## config.mk

```make
export PLATFORM = sky130hd
export DESIGN_NAME = elevator_scan_controller
export DESIGN_NICKNAME = d
export VERILOG_FILES = /design/src/rtl/esc_pkg.sv /design/src/rtl/elevator_scan_controller.sv
export SDC_FILE = /design/constraint.sdc
export NUM_CORES = 1
export LEC_CHECK = 0
export BUFFER_PORTS_ARGS = -buffer_cell sky130_fd_sc_hd__clkbuf_2
export CAP_MARGIN = 30
export CORE_AREA = 2 2 88 111
export CTS_CLUSTER_DIAMETER = 100
export CTS_CLUSTER_SIZE = 10
export DETAILED_ROUTE_END_ITERATION = 8
export DIE_AREA = 0 0 90 113
export HOLD_SLACK_MARGIN = 0.1
export PLACE_DENSITY_LB_ADDON = 0.15
export SYNTH_ARGS = -nofsm -noshare
export SYNTH_HDL_FRONTEND = slang
export SYNTH_SLANG_ARGS = --single-unit
```

## constraint.sdc

```tcl
create_clock -name clock -period 7.75 [get_ports clock]
set_input_delay 1.55 -clock clock [delete_from_list [all_inputs] [get_ports clock]]
set_output_delay 1.55 -clock clock [all_outputs]
set_load 0.005 [all_outputs]
```

## src/rtl/esc_pkg.sv

```systemverilog
// Package with the codes, field widths and beat layout of the elevator scan controller.
`timescale 1ns / 1ps

package esc_pkg;

   // Floors in the building. The floor, request and pending widths below are sized for it.
   localparam int MAX_FLOORS = 16;

   localparam int FLOOR_W = 4;
   localparam int TIMER_W = 8;
   localparam int FIU_W = 5;
   localparam int PENDING_W = 16;
   localparam int CSR_INDEX_W = 2;
   localparam int CSR_DATA_W = 8;
   localparam int REQ_TDATA_W = 8;

   // Result beat layout, lowest bit first.
   localparam int RSP_CAR_LSB = 0;
   localparam int RSP_DIR_LSB = RSP_CAR_LSB + FLOOR_W;
   localparam int RSP_DOOR_LSB = RSP_DIR_LSB + 2;
   localparam int RSP_COUNT_LSB = RSP_DOOR_LSB + 1;
   localparam int RSP_TARGET_LSB = RSP_COUNT_LSB + TIMER_W;
   localparam int RSP_PEND_LSB = RSP_TARGET_LSB + FLOOR_W;
   localparam int RSP_USED_W = RSP_PEND_LSB + PENDING_W;
   localparam int RSP_TDATA_W = ((RSP_USED_W + 7) / 8) * 8;

   typedef logic signed [1:0] heading_type;

   localparam heading_type HEAD_UP = 2'sb01;
   localparam heading_type HEAD_DOWN = 2'sb11;
   localparam heading_type HEAD_STOP = 2'sb00;

   localparam logic [CSR_INDEX_W-1:0] CSR_FLOORS_IN_USE = 2'd0;
   localparam logic [CSR_INDEX_W-1:0] CSR_DOOR_TICKS = 2'd1;
   localparam logic [CSR_INDEX_W-1:0] CSR_START_FLOOR = 2'd2;

   localparam logic [FIU_W-1:0] FIU_RESET = 5'd16;
   localparam logic [TIMER_W-1:0] DOOR_TICKS_RESET = 8'd9;
   localparam logic [TIMER_W-1:0] TIMER_MAX = 8'd255;

   localparam logic REQ_FUNC_TICK = 1'b0;
   localparam logic REQ_FUNC_PRESS = 1'b1;

endpackage

```

## src/rtl/elevator_scan_controller.sv

```systemverilog
// Top level of the elevator scan controller: request bookkeeping, door timer and scan logic.
`timescale 1ns / 1ps

// Elevator car controller with a scan policy. Each input beat is either a floor button
// press (req_tuser high), which records a request for a served floor, or a time tick
// (req_tuser low), which advances the door timer, opens the door on arrival, or picks a
// target by scanning the outstanding requests and moves the car one floor. Every input
// beat yields exactly one result beat with the state after that beat. The block takes a
// new beat in every cycle unless the result side stalls: all of the work is one pass of
// combinational logic from the state registers to the result register, so a result
// appears in the cycle after its input beat and the rate is one beat per clock. The result
// register decouples the two sides: req_tready stays high while the result register is
// empty or being drained in the same cycle. Configuration writes on the csr_ channel are
// always accepted; write them only while the block is idle. Writing the start floor moves
// the car only when the door is closed and no request is outstanding.
module elevator_scan_controller
   import esc_pkg::*;
(
   input  logic                   clock,
   input  logic                   reset,
   // Request stream.
   input  logic                   req_tvalid,
   output logic                   req_tready,
   input  logic [REQ_TDATA_W-1:0] req_tdata,  // [3:0] button_floor, [7:4] zero
   input  logic                   req_tuser,  // [0] func: 0 time tick, 1 button press
   // Result stream.
   output logic                   rsp_tvalid,
   input  logic                   rsp_tready,
   // [3:0] car_floor, [5:4] direction, [6] door_open, [14:7] door_count,
   // [18:15] target_floor, [34:19] pending, [39:35] zero
   output logic [RSP_TDATA_W-1:0] rsp_tdata,
   // Configuration writes.
   input  logic                   csr_valid,
   output logic                   csr_ready,
   input  logic [CSR_INDEX_W-1:0] csr_index,
   input  logic [CSR_DATA_W-1:0]  csr_data
);

   localparam int LIM_W = $clog2(MAX_FLOORS + 1);
   localparam logic [FLOOR_W-1:0] TOP_FLOOR = FLOOR_W'(MAX_FLOORS - 1);

   // Configuration registers.
   logic [FIU_W-1:0]      fiu_ff, fiu_in;
   logic [TIMER_W-1:0]    door_ticks_ff, door_ticks_in;

   // Car state.
   logic [FLOOR_W-1:0]    position_ff, position_in;
   heading_type           heading_ff, heading_in;
   logic [FLOOR_W-1:0]    dest_ff, dest_in;
   logic [MAX_FLOORS-1:0] requests_ff, requests_in;
   logic                  door_open_ff, door_open_in;
   logic [TIMER_W-1:0]    door_timer_ff, door_timer_in;

   // Result register.
   logic                   rsp_valid_ff, rsp_valid_in;
   logic [RSP_TDATA_W-1:0] rsp_data_ff, rsp_data_in;

   logic                  req_accept;
   logic                  csr_accept;
   logic [FLOOR_W-1:0]    button_floor;
   logic [LIM_W-1:0]      limit;
   logic [MAX_FLOORS-1:0] served_mask;
   logic [MAX_FLOORS-1:0] live;
   logic [MAX_FLOORS-1:0] live_next;
   logic [MAX_FLOORS-1:0] pos_hot;
   logic [MAX_FLOORS-1:0] btn_hot;
   logic [MAX_FLOORS-1:0] up_cand;
   logic [MAX_FLOORS-1:0] dn_cand;
   logic                  up_hit, dn_hit, any_hit;
   logic [FLOOR_W-1:0]    up_idx, dn_idx, any_idx;
   logic                  scan_hit;
   logic [FLOOR_W-1:0]    scan_idx;
   logic [FLOOR_W-1:0]    target;
   logic [TIMER_W-1:0]    timer_inc;
   logic [PENDING_W-1:0]  pending;
   logic [FLOOR_W-1:0]    start_pos;

   assign req_tready = !rsp_valid_ff || rsp_tready;
   assign req_accept = req_tvalid && req_tready;
   assign csr_ready = 1'b1;
   assign csr_accept = csr_valid;
   assign rsp_tvalid = rsp_valid_ff;
   assign rsp_tdata = rsp_data_ff;
   assign button_floor = req_tdata[FLOOR_W-1:0];

   // A floor count of zero serves one floor; counts above the building are clamped.
   always_comb begin
      if (fiu_ff == '0) begin
         limit = LIM_W'(1);
      end else if (32'(fiu_ff) > MAX_FLOORS) begin
         limit = LIM_W'(MAX_FLOORS);
      end else begin
         limit = LIM_W'(fiu_ff);
      end
   end

   // Per-floor decodes: served floors, the car's floor and the pressed floor.
   always_comb begin
      for (int i = 0; i < MAX_FLOORS; i++) begin
         served_mask[i] = 32'(limit) > i;
         pos_hot[i] = 32'(position_ff) == i;
         btn_hot[i] = (32'(button_floor) == i) && served_mask[i];
         up_cand[i] = 32'(position_ff) <= i;
         dn_cand[i] = 32'(position_ff) >= i;
      end
      live = requests_ff & served_mask;
      up_cand = up_cand & live;
      dn_cand = dn_cand & live;
   end

   // Priority encoders for the three scan orders. The lowest hit wins going up or
   // from a standstill, the highest hit at or below the car wins going down.
   always_comb begin
      up_hit = 1'b0;
      up_idx = '0;
      any_hit = 1'b0;
      any_idx = '0;
      for (int i = MAX_FLOORS - 1; i >= 0; i--) begin
         if (up_cand[i]) begin
            up_hit = 1'b1;
            up_idx = FLOOR_W'(i);
         end
         if (live[i]) begin
            any_hit = 1'b1;
            any_idx = FLOOR_W'(i);
         end
      end
      dn_hit = 1'b0;
      dn_idx = '0;
      for (int i = 0; i < MAX_FLOORS; i++) begin
         if (dn_cand[i]) begin
            dn_hit = 1'b1;
            dn_idx = FLOOR_W'(i);
         end
      end
   end

   always_comb begin
      unique case (heading_ff)
         HEAD_UP: begin
            scan_hit = up_hit;
            scan_idx = up_idx;
         end
         HEAD_DOWN: begin
            scan_hit = dn_hit;
            scan_idx = dn_idx;
         end
         default: begin
            scan_hit = any_hit;
            scan_idx = any_idx;
         end
      endcase
   end

   assign timer_inc = (door_timer_ff == TIMER_MAX) ? door_timer_ff : door_timer_ff + 1'b1;
   assign target = scan_hit ? scan_idx : position_ff;
   assign start_pos = (32'(csr_data[FLOOR_W-1:0]) >= MAX_FLOORS) ? TOP_FLOOR
                                                                : csr_data[FLOOR_W-1:0];

   // Next state for one beat, followed by configuration writes.
   always_comb begin
      fiu_in = fiu_ff;
      door_ticks_in = door_ticks_ff;
      position_in = position_ff;
      heading_in = heading_ff;
      dest_in = dest_ff;
      requests_in = requests_ff;
      door_open_in = door_open_ff;
      door_timer_in = door_timer_ff;

      if (req_accept) begin
         if (req_tuser == REQ_FUNC_PRESS) begin
            requests_in = requests_ff | btn_hot;
         end else if (door_open_ff) begin
            // Door open: count ticks, and on closing retire the request here.
            door_timer_in = timer_inc;
            if (timer_inc >= door_ticks_ff) begin
               door_open_in = 1'b0;
               requests_in = requests_ff & ~pos_hot;
            end
         end else if (live == '0) begin
            heading_in = HEAD_STOP;
         end else if (|(live & pos_hot) && (position_ff == dest_ff || heading_ff == HEAD_STOP))
         begin
            // Arrival at the target, or a request at the floor of a stopped car.
            dest_in = position_ff;
            door_open_in = 1'b1;
            door_timer_in = '0;
         end else begin
            dest_in = target;
            if (!scan_hit) begin
               heading_in = HEAD_STOP;
            end
            if (position_ff < target) begin
               heading_in = HEAD_UP;
               position_in = position_ff + 1'b1;
            end else if (position_ff > target) begin
               heading_in = HEAD_DOWN;
               position_in = position_ff - 1'b1;
            end
         end
      end

      if (csr_accept) begin
         unique case (csr_index)
            CSR_FLOORS_IN_USE: fiu_in = csr_data[FIU_W-1:0];
            CSR_DOOR_TICKS:    door_ticks_in = csr_data[TIMER_W-1:0];
            CSR_START_FLOOR: begin
               // The car is only placed while it stands idle.
               if (!door_open_ff && live == '0) begin
                  position_in = start_pos;
               end
            end
            default: begin
            end
         endcase
      end
   end

   // Pending requests reported in the result, limited to the served floors.
   always_comb begin
      live_next = requests_in & served_mask;
      pending = '0;
      for (int i = 0; i < PENDING_W; i++) begin
         if (i < MAX_FLOORS) begin
            pending[i] = live_next[i];
         end
      end
   end

   always_comb begin
      rsp_data_in = '0;
      rsp_data_in[RSP_CAR_LSB +: FLOOR_W] = position_in;
      rsp_data_in[RSP_DIR_LSB +: 2] = heading_in;
      rsp_data_in[RSP_DOOR_LSB] = door_open_in;
      rsp_data_in[RSP_COUNT_LSB +: TIMER_W] = door_timer_in;
      rsp_data_in[RSP_TARGET_LSB +: FLOOR_W] = dest_in;
      rsp_data_in[RSP_PEND_LSB +: PENDING_W] = pending;
   end

   always_comb begin
      if (req_accept) begin
         rsp_valid_in = 1'b1;
      end else if (rsp_tready) begin
         rsp_valid_in = 1'b0;
      end else begin
         rsp_valid_in = rsp_valid_ff;
      end
   end

   always_ff @(posedge clock) begin
      if (reset) begin
         fiu_ff <= FIU_RESET;
         door_ticks_ff <= DOOR_TICKS_RESET;
         position_ff <= '0;
         heading_ff <= HEAD_UP;
         dest_ff <= '0;
         requests_ff <= '0;
         door_open_ff <= 1'b0;
         door_timer_ff <= '0;
         rsp_valid_ff <= 1'b0;
      end else begin
         fiu_ff <= fiu_in;
         door_ticks_ff <= door_ticks_in;
         position_ff <= position_in;
         heading_ff <= heading_in;
         dest_ff <= dest_in;
         requests_ff <= requests_in;
         door_open_ff <= door_open_in;
         door_timer_ff <= door_timer_in;
         rsp_valid_ff <= rsp_valid_in;
      end
   end

   always_ff @(posedge clock) begin
      if (req_accept) begin
         rsp_data_ff <= rsp_data_in;
      end
   end

endmodule

```

; Word-level counts from Yosys, hierarchy flattened
; Cells that the tools add are included.
[op_classes]
n_lt_le_gt_ge = 50
reduce_logical = 33
n_addsub = 3
muxes = 141
n_eq_ne = 36
n_bitwise = 8
[ops]
columns = op, count
row1 = two-way mux 4 bit, 62
row2 = bitwise AND 16 bit, 6
row3 = == test 4 bit (second input constant), 16
row4 = two-way mux 16 bit, 4
row5 = two-way mux 1 bit, 57
row6 = two-way mux 8 bit, 6
row7 = greater-than comparator 5 x 4 -> 1 bit (second input constant), 8
row8 = == test 4 x 3 -> 1 bit (second input constant), 8
row9 = >= comparator 4 bit (second input constant), 8
row10 = less-or-equal comparator 4 bit (second input constant), 7
row11 = greater-than comparator 5 x 3 -> 1 bit (second input constant), 4
row12 = logical AND 1 bit, 19
row13 = == test 4 x 2 -> 1 bit (second input constant), 4
row14 = >= comparator 4 x 3 -> 1 bit (second input constant), 4
row15 = less-or-equal comparator 4 x 3 -> 1 bit (second input constant), 4
row16 = logical NOT 16 bit, 1
row17 = two-way mux 2 bit, 8
row18 = NOT 16 bit, 1
row19 = OR 16 bit, 1
row20 = OR reduction 16 bit, 1
row21 = greater-than comparator 5 x 1 -> 1 bit (second input constant), 2
row22 = greater-than comparator 5 x 2 -> 1 bit (second input constant), 2
row23 = two-way mux 5 bit, 2
row24 = adder 8 x 1 -> 8 bit (second input constant), 1
row25 = 24 further kinds, 35
[word_totals]
reg_bits = 84
output_inout_bits = 43
inputBits = 24
wordCells = 281

; Logic depth before layout (Yosys ltp)
[logic_depth]
ltp_word = 35
mapped_depth = 23
depth_no_buf = 19

; Least setup slack after synthesis
; No wires, ideal clock.
[synth_timing]
path_kind = reg2reg
from = register position_ff[1]
to = register rsp_data_ff[0], in the netlist rsp_tdata[0], data pin
setup_ns = 0.260
path_buffers = 4
arrival_time_ns = 4.692
stages_incl_launch_ff = 23
slack_ns = 2.799
required_ns = 7.490
synth_period_minus_slack_ns = 4.951
path_cell_list = dfxtp_1 > clkbuf_1 > buf_1 > inv_1 > ha_1 > clkbuf_1 > nor2b_1 > a211oi_1 > o41ai_2 > or3b_1 > or2_1 > nand2_1 > a21oi_1 > ha_1 > nor2b_1 > o21a_1 > o21a_1 > or2_2 > clkbuf_1 > nor2b_1 > nor3_1 > or3_1 > nand3_1
[synth_between]
elab_chain_cells = 30
elab_cells_between_ends = 128
classes_between = order compare: 32 / eq/ne: 16 / mux: 73 / bitwise: 3 / reduce/logical: 4
[synth_lines]
columns = element, line_no
row1 = "start, declared", elevator_scan_controller.sv:47  ; logic [FLOOR_W-1:0] position_ff, position_in;
row2 = "start signal, assigned", elevator_scan_controller.sv:265  ; position_ff <= position_in;
row3 = >= comparator 4 x 1 -> 1 bit / less-or-equal comparator 4 bit (equally long branches), "elevator_scan_controller.sv:104, elevator_scan_controller.sv:103"
row4 = bitwise AND 16 bit (on tied branches), "elevator_scan_controller.sv:108, elevator_scan_controller.sv:107"
row5 = "two-way mux 1 bit, or another cell as far along", elevator_scan_controller.sv:131  ; if (dn_cand[i]) begin
row6 = "two-way mux 4 bit, or another cell as far along (14 in series)", elevator_scan_controller.sv:131
row7 = case mux 4 bit (2 select lines) / case mux 1 bit (2 select lines) (equally long branches), elevator_scan_controller.sv:139  ; unique case (heading_ff)
row8 = two-way mux 4 bit, elevator_scan_controller.sv:156  ; assign target = scan_hit ? scan_idx : position_ff;
row9 = greater-than comparator 4 bit, elevator_scan_controller.sv:197  ; end else if (position_ff > target) begin
row10 = two-way mux 4 bit, elevator_scan_controller.sv:197
row11 = [... 2 more ...], -
row12 = two-way mux 4 bit (*), elevator_scan_controller.sv:181  ; end else if (live == '0) begin
row13 = two-way mux 4 bit (*), elevator_scan_controller.sv:174  ; end else if (door_open_ff) begin
row14 = two-way mux 4 bit (*), elevator_scan_controller.sv:172  ; if (req_tuser == REQ_FUNC_PRESS) begin
row15 = two-way mux 4 bit (*), elevator_scan_controller.sv:171  ; if (req_accept) begin
row16 = two-way mux 4 bit, elevator_scan_controller.sv:210  ; if (!door_open_ff && live == '0) begin
row17 = two-way mux 4 bit, elevator_scan_controller.sv:205  ; unique case (csr_index)
row18 = two-way mux 4 bit (*), elevator_scan_controller.sv:204  ; if (csr_accept) begin
row19 = via position_in[0], elevator_scan_controller.sv:47
row20 = "end signal, assigned", elevator_scan_controller.sv:277  ; rsp_data_ff <= rsp_data_in;
row21 = "end, declared", elevator_scan_controller.sv:56  ; logic [RSP_TDATA_W-1:0] rsp_data_ff, rsp_data_in;
; Mark *: on every way through the listed nets, which the timed path passes. The rest lies on a longest branch.
; A chain may end at the register's enable or synchronous reset.

; Final worst setup path
[layout_timing]
from = register position_ff[0]
to = register rsp_data_ff[0], in the netlist rsp_tdata[0], data pin
[layout_between]
elab_chain_cells = 30
elab_cells_between_ends = 130
classes_between = add/sub: 2 / order compare: 32 / eq/ne: 16 / mux: 73 / bitwise: 3 / reduce/logical: 4
[layout_lines]
columns = element, line_no
row1 = >= comparator 4 x 1 -> 1 bit / less-or-equal comparator 4 bit (equally long branches), "elevator_scan_controller.sv:104, elevator_scan_controller.sv:103"
row2 = bitwise AND 16 bit (on tied branches), "elevator_scan_controller.sv:108, elevator_scan_controller.sv:107"
row3 = "two-way mux 1 bit, or another cell as far along", elevator_scan_controller.sv:131
row4 = "two-way mux 4 bit, or another cell as far along (14 in series)", elevator_scan_controller.sv:131
row5 = case mux 4 bit (2 select lines) / case mux 1 bit (2 select lines) (equally long branches), elevator_scan_controller.sv:139
row6 = two-way mux 4 bit, elevator_scan_controller.sv:156
row7 = greater-than comparator 4 bit, elevator_scan_controller.sv:197
row8 = two-way mux 4 bit, elevator_scan_controller.sv:197
row9 = [... 2 more ...], -
row10 = two-way mux 4 bit, elevator_scan_controller.sv:181
row11 = two-way mux 4 bit, elevator_scan_controller.sv:174
row12 = two-way mux 4 bit, elevator_scan_controller.sv:172
row13 = two-way mux 4 bit (*), elevator_scan_controller.sv:171
row14 = two-way mux 4 bit, elevator_scan_controller.sv:210
row15 = two-way mux 4 bit, elevator_scan_controller.sv:205
row16 = two-way mux 4 bit (*), elevator_scan_controller.sv:204
row17 = via position_in[0], elevator_scan_controller.sv:47
; Marked as above.

==> impl_metrics.py <==
metrics = {
    "cts": {
        "cts_sinks": 84,
        "cts_tree": "built",
        "cts_buffers": 9,
        "cts-resized-gates": 0,
        "cts_max_level": 3,
        "cts_hold_buf": 0,
        "cts_setup_buffers": 0,
        "path_clk_slew_ns": 0.06,
        "cts_max_path_buffers": 2,
        "insertion_delay_ns": 0.34,
        "root_buffer": "clkbuf_16",
    },
    "drt": {
        "wirelength_mm": 16.6,
        "post-route-drc-count": 0,
        "ant_nets": 0,
        "vias": 5521,
        "dr.pass1.iters": 7,
        "wl_per_cell_um": 19.8,
        "drt_iter0_drc": 500,
        "vias_per_cell": 6.57,
    },
    "synth": {
        "syn_inst": 689,
        "ys.flop_type": "dfxtp_1",
        "synth_area_leader_cell": "edfxtp_1",
        "yosys_warnings": 0,
        "yosys.cell_count.top_type": "a21oi_1",
        "synth_edf_count": 35,
        "ys_ff_latch": 84,
        "synth_area_leaders": "edfxtp_1 18%, dfxtp_1 17%, a21oi_1 5.4%",
        "synth_top_area_share": 0.184,
        "syn_area_per_cell_um2": 8.29,
        "ys_top_cells_by_count": "62 x a21oi_1, 60 x nor2_1, 55 x nand2_1, 49 x dfxtp_1",
        "syn_area_um2": 5710,
        "synth-async-reset-ratio": 0,
        "seq_area_frac_synth": 0.356,
        "synthDistinctLibCells": 86,
    },
    "timing": {
        "slew_violations": 0,
        "slew_headroom": 0.268,
        "fin_tns_setup_ns": 0,
        "tightest_slew_ns": 1.10,
        "clock_skew_ns": 0.00877,
        "rsz0062_at_grt": "no",
        "period_needed_ns": 5.83,
        "fin_crit_sh": 0.752,
        "fmax_mhz": 172,
        "setup_violations": 0,
        "hold_viol": 0,
    },
    "critical_path": {
        "worstSetupEndpointType": "register",
        "setup.worst_path.start_class": "register",
        "crit_fanout": 18,
        "critical_path_class": "reg -> reg",
        "required_ns": 7.83,
        "cp.arrival_ns": 5.92,
    },
    "die": {
        "row_count": 39,
        "io_pins": 67,
        "die_w_um": 90,
        "die_area_um2": 10200,
        "die_h_um": 113,
        "coreArea_um2": 9080,
        "initial_core_util": 0.629,
    },
    "power_and_ir_drop": {
        "vdd_ir_drop_max_mv": 0.237,
        "power.density_nw_per_um2": 188,
        "p_leak_nw": 2.46,
        "totalPowerFinal_mw": 1.18,
    },
    "placed_design": {
        "hpwlAfterDp_mm": 12.1,
        "routabilityCongestion": 1.02,
        "post-place-cells": 824,
        "placement.io_buffers": 56,
    },
    "grt": {
        "antenna_found_initial": 0,
        "use_met2": 0.540,
        "use_met3": 0.0446,
        "grt_pass1_vias": 5265,
        "grt_pass1_wl_mm": 26.1,
        "busiest_layer": "met2",
        "gr-usage-all-layers": 0.321,
        "use_met1": 0.401,
        "grt.overflow.total": 0,
        "grt_max_degree": 43,
    },
    "flow_run": {
        "maxCapViolations": 0,
    },
    "worst_hold_path": {
        "hp-class": "reg -> reg",
    },
    "finish": {
        "antenna_cells": 0,
        "drive_gt1_frac": 0.134,
        "fin_nets": 753,
        "syn_to_final_growth_pct": 9.62,
        "final_cell_count_no_fill": 840,
    },
    "status": {
        "status": "complete, no violations",
    },
}
## state kept, by name (all words and copies together), names as in the netlist
signal and cells:
fiu_ff 5, heading_ff 2, rsp_tvalid 1, requests_ff 16
door_ticks_ff 8, door_open_ff 1, door_timer_ff 8, dest_ff 4
position_ff 4, rsp_tdata 35
## report_power, final
part           switching [mW]  total [mW]  internal, mW
clock network           0.184       0.438         0.253
logic                   0.156       0.243        0.0867
registers              0.0179       0.499         0.481
total                   0.358        1.18         0.821
## path summary, 6_finish.rpt
check	from	endpoint	depth (start not counted)	slack [ns]
worst max-delay path	position_ff[0]	rsp_tdata[0]	18	1.92
worst min-delay path	door_ticks_ff[0]	door_ticks_ff[0]	1	0.48
worst max register to register	position_ff[0]	rsp_tdata[0]	18	1.92
worst min register to register	door_ticks_ff[0]	door_ticks_ff[0]	1	0.48
## layer usage
metal | vias up | part of all wire
met3 | 52 | 0.064
met4 | 0 | 0.041
li1 | 2620 | -
met5 | - | 0
met2 | 263 | 0.49
met1 | 2586 | 0.41
## worst max-delay path, stage by stage (launching register included)
cell and delay (ns):
dfxtp_1 0.76, inv_1 0.31, ha_1 0.55, nor2_1 0.51, nor4_1 0.10, a211oi_1 0.43
nor4bb_1 0.41, a22oi_1 0.18, nand2_1 0.23, a21oi_1 0.15, ha_1 0.32, nor2b_1 0.14
o21a_1 0.16, o21a_1 0.19, or2_2 0.34, nor2b_1 0.15, nor3_1 0.37, or3_1 0.20
nand3_1 0.08
## logic make-up (layout without fill, tap and decap cells)
family	Yosys count	in the layout	share of synthesized area
AOI/OAI and AO/OA	236	236	0.283
DFF	84	84	0.356
muxes	13	13	0.0230
buffers and inverters	79	103	0.0611
other	2	6	0.00131
xor gates and xnor gates	10	10	0.0153
and+or+nand+nor	248	248	0.223
adders and majority gates	17	17	0.0372
## through the flow
stage / cell area [um2] / hold WS [ns] / utilization / setup WS (ns)
floorplan: 5730 / 0.442 / - / 2.80
global placement: 5940 / 0.461 / 0.655 / 2.27
detailed placement: 5960 / 0.471 / 0.657 / 2.19
global route: 6260 / 0.497 / 0.690 / 1.68
CTS: 6260 / 0.485 / 0.690 / 2.15
finish: 6260 / 0.484 / 0.690 / 1.92
## layout by cell type (no fill, tap or decap), types with 16 or more instances in the layout
master / count
nor2_1: 60
ha_1: 17
nand3_1: 21
nand2_1: 55
nor3_1: 16
edfxtp_1: 35
a211oi_1: 23
clkbuf_2: 56
a21oi_1: 62
o21ai_0: 35
inv_1: 26
dfxtp_1: 49
## cell type report
type                    count  area, um2
multi-input cells         530       3350
fillers                   768       2820
clock inverters             6       71.3
well taps                 123        154
flip-flops and latches     84       2030
inverters                  26       97.6
repair buffers             61        330
clock buffers              10        229
Note: power is estimated with default switching activity, not from simulation.
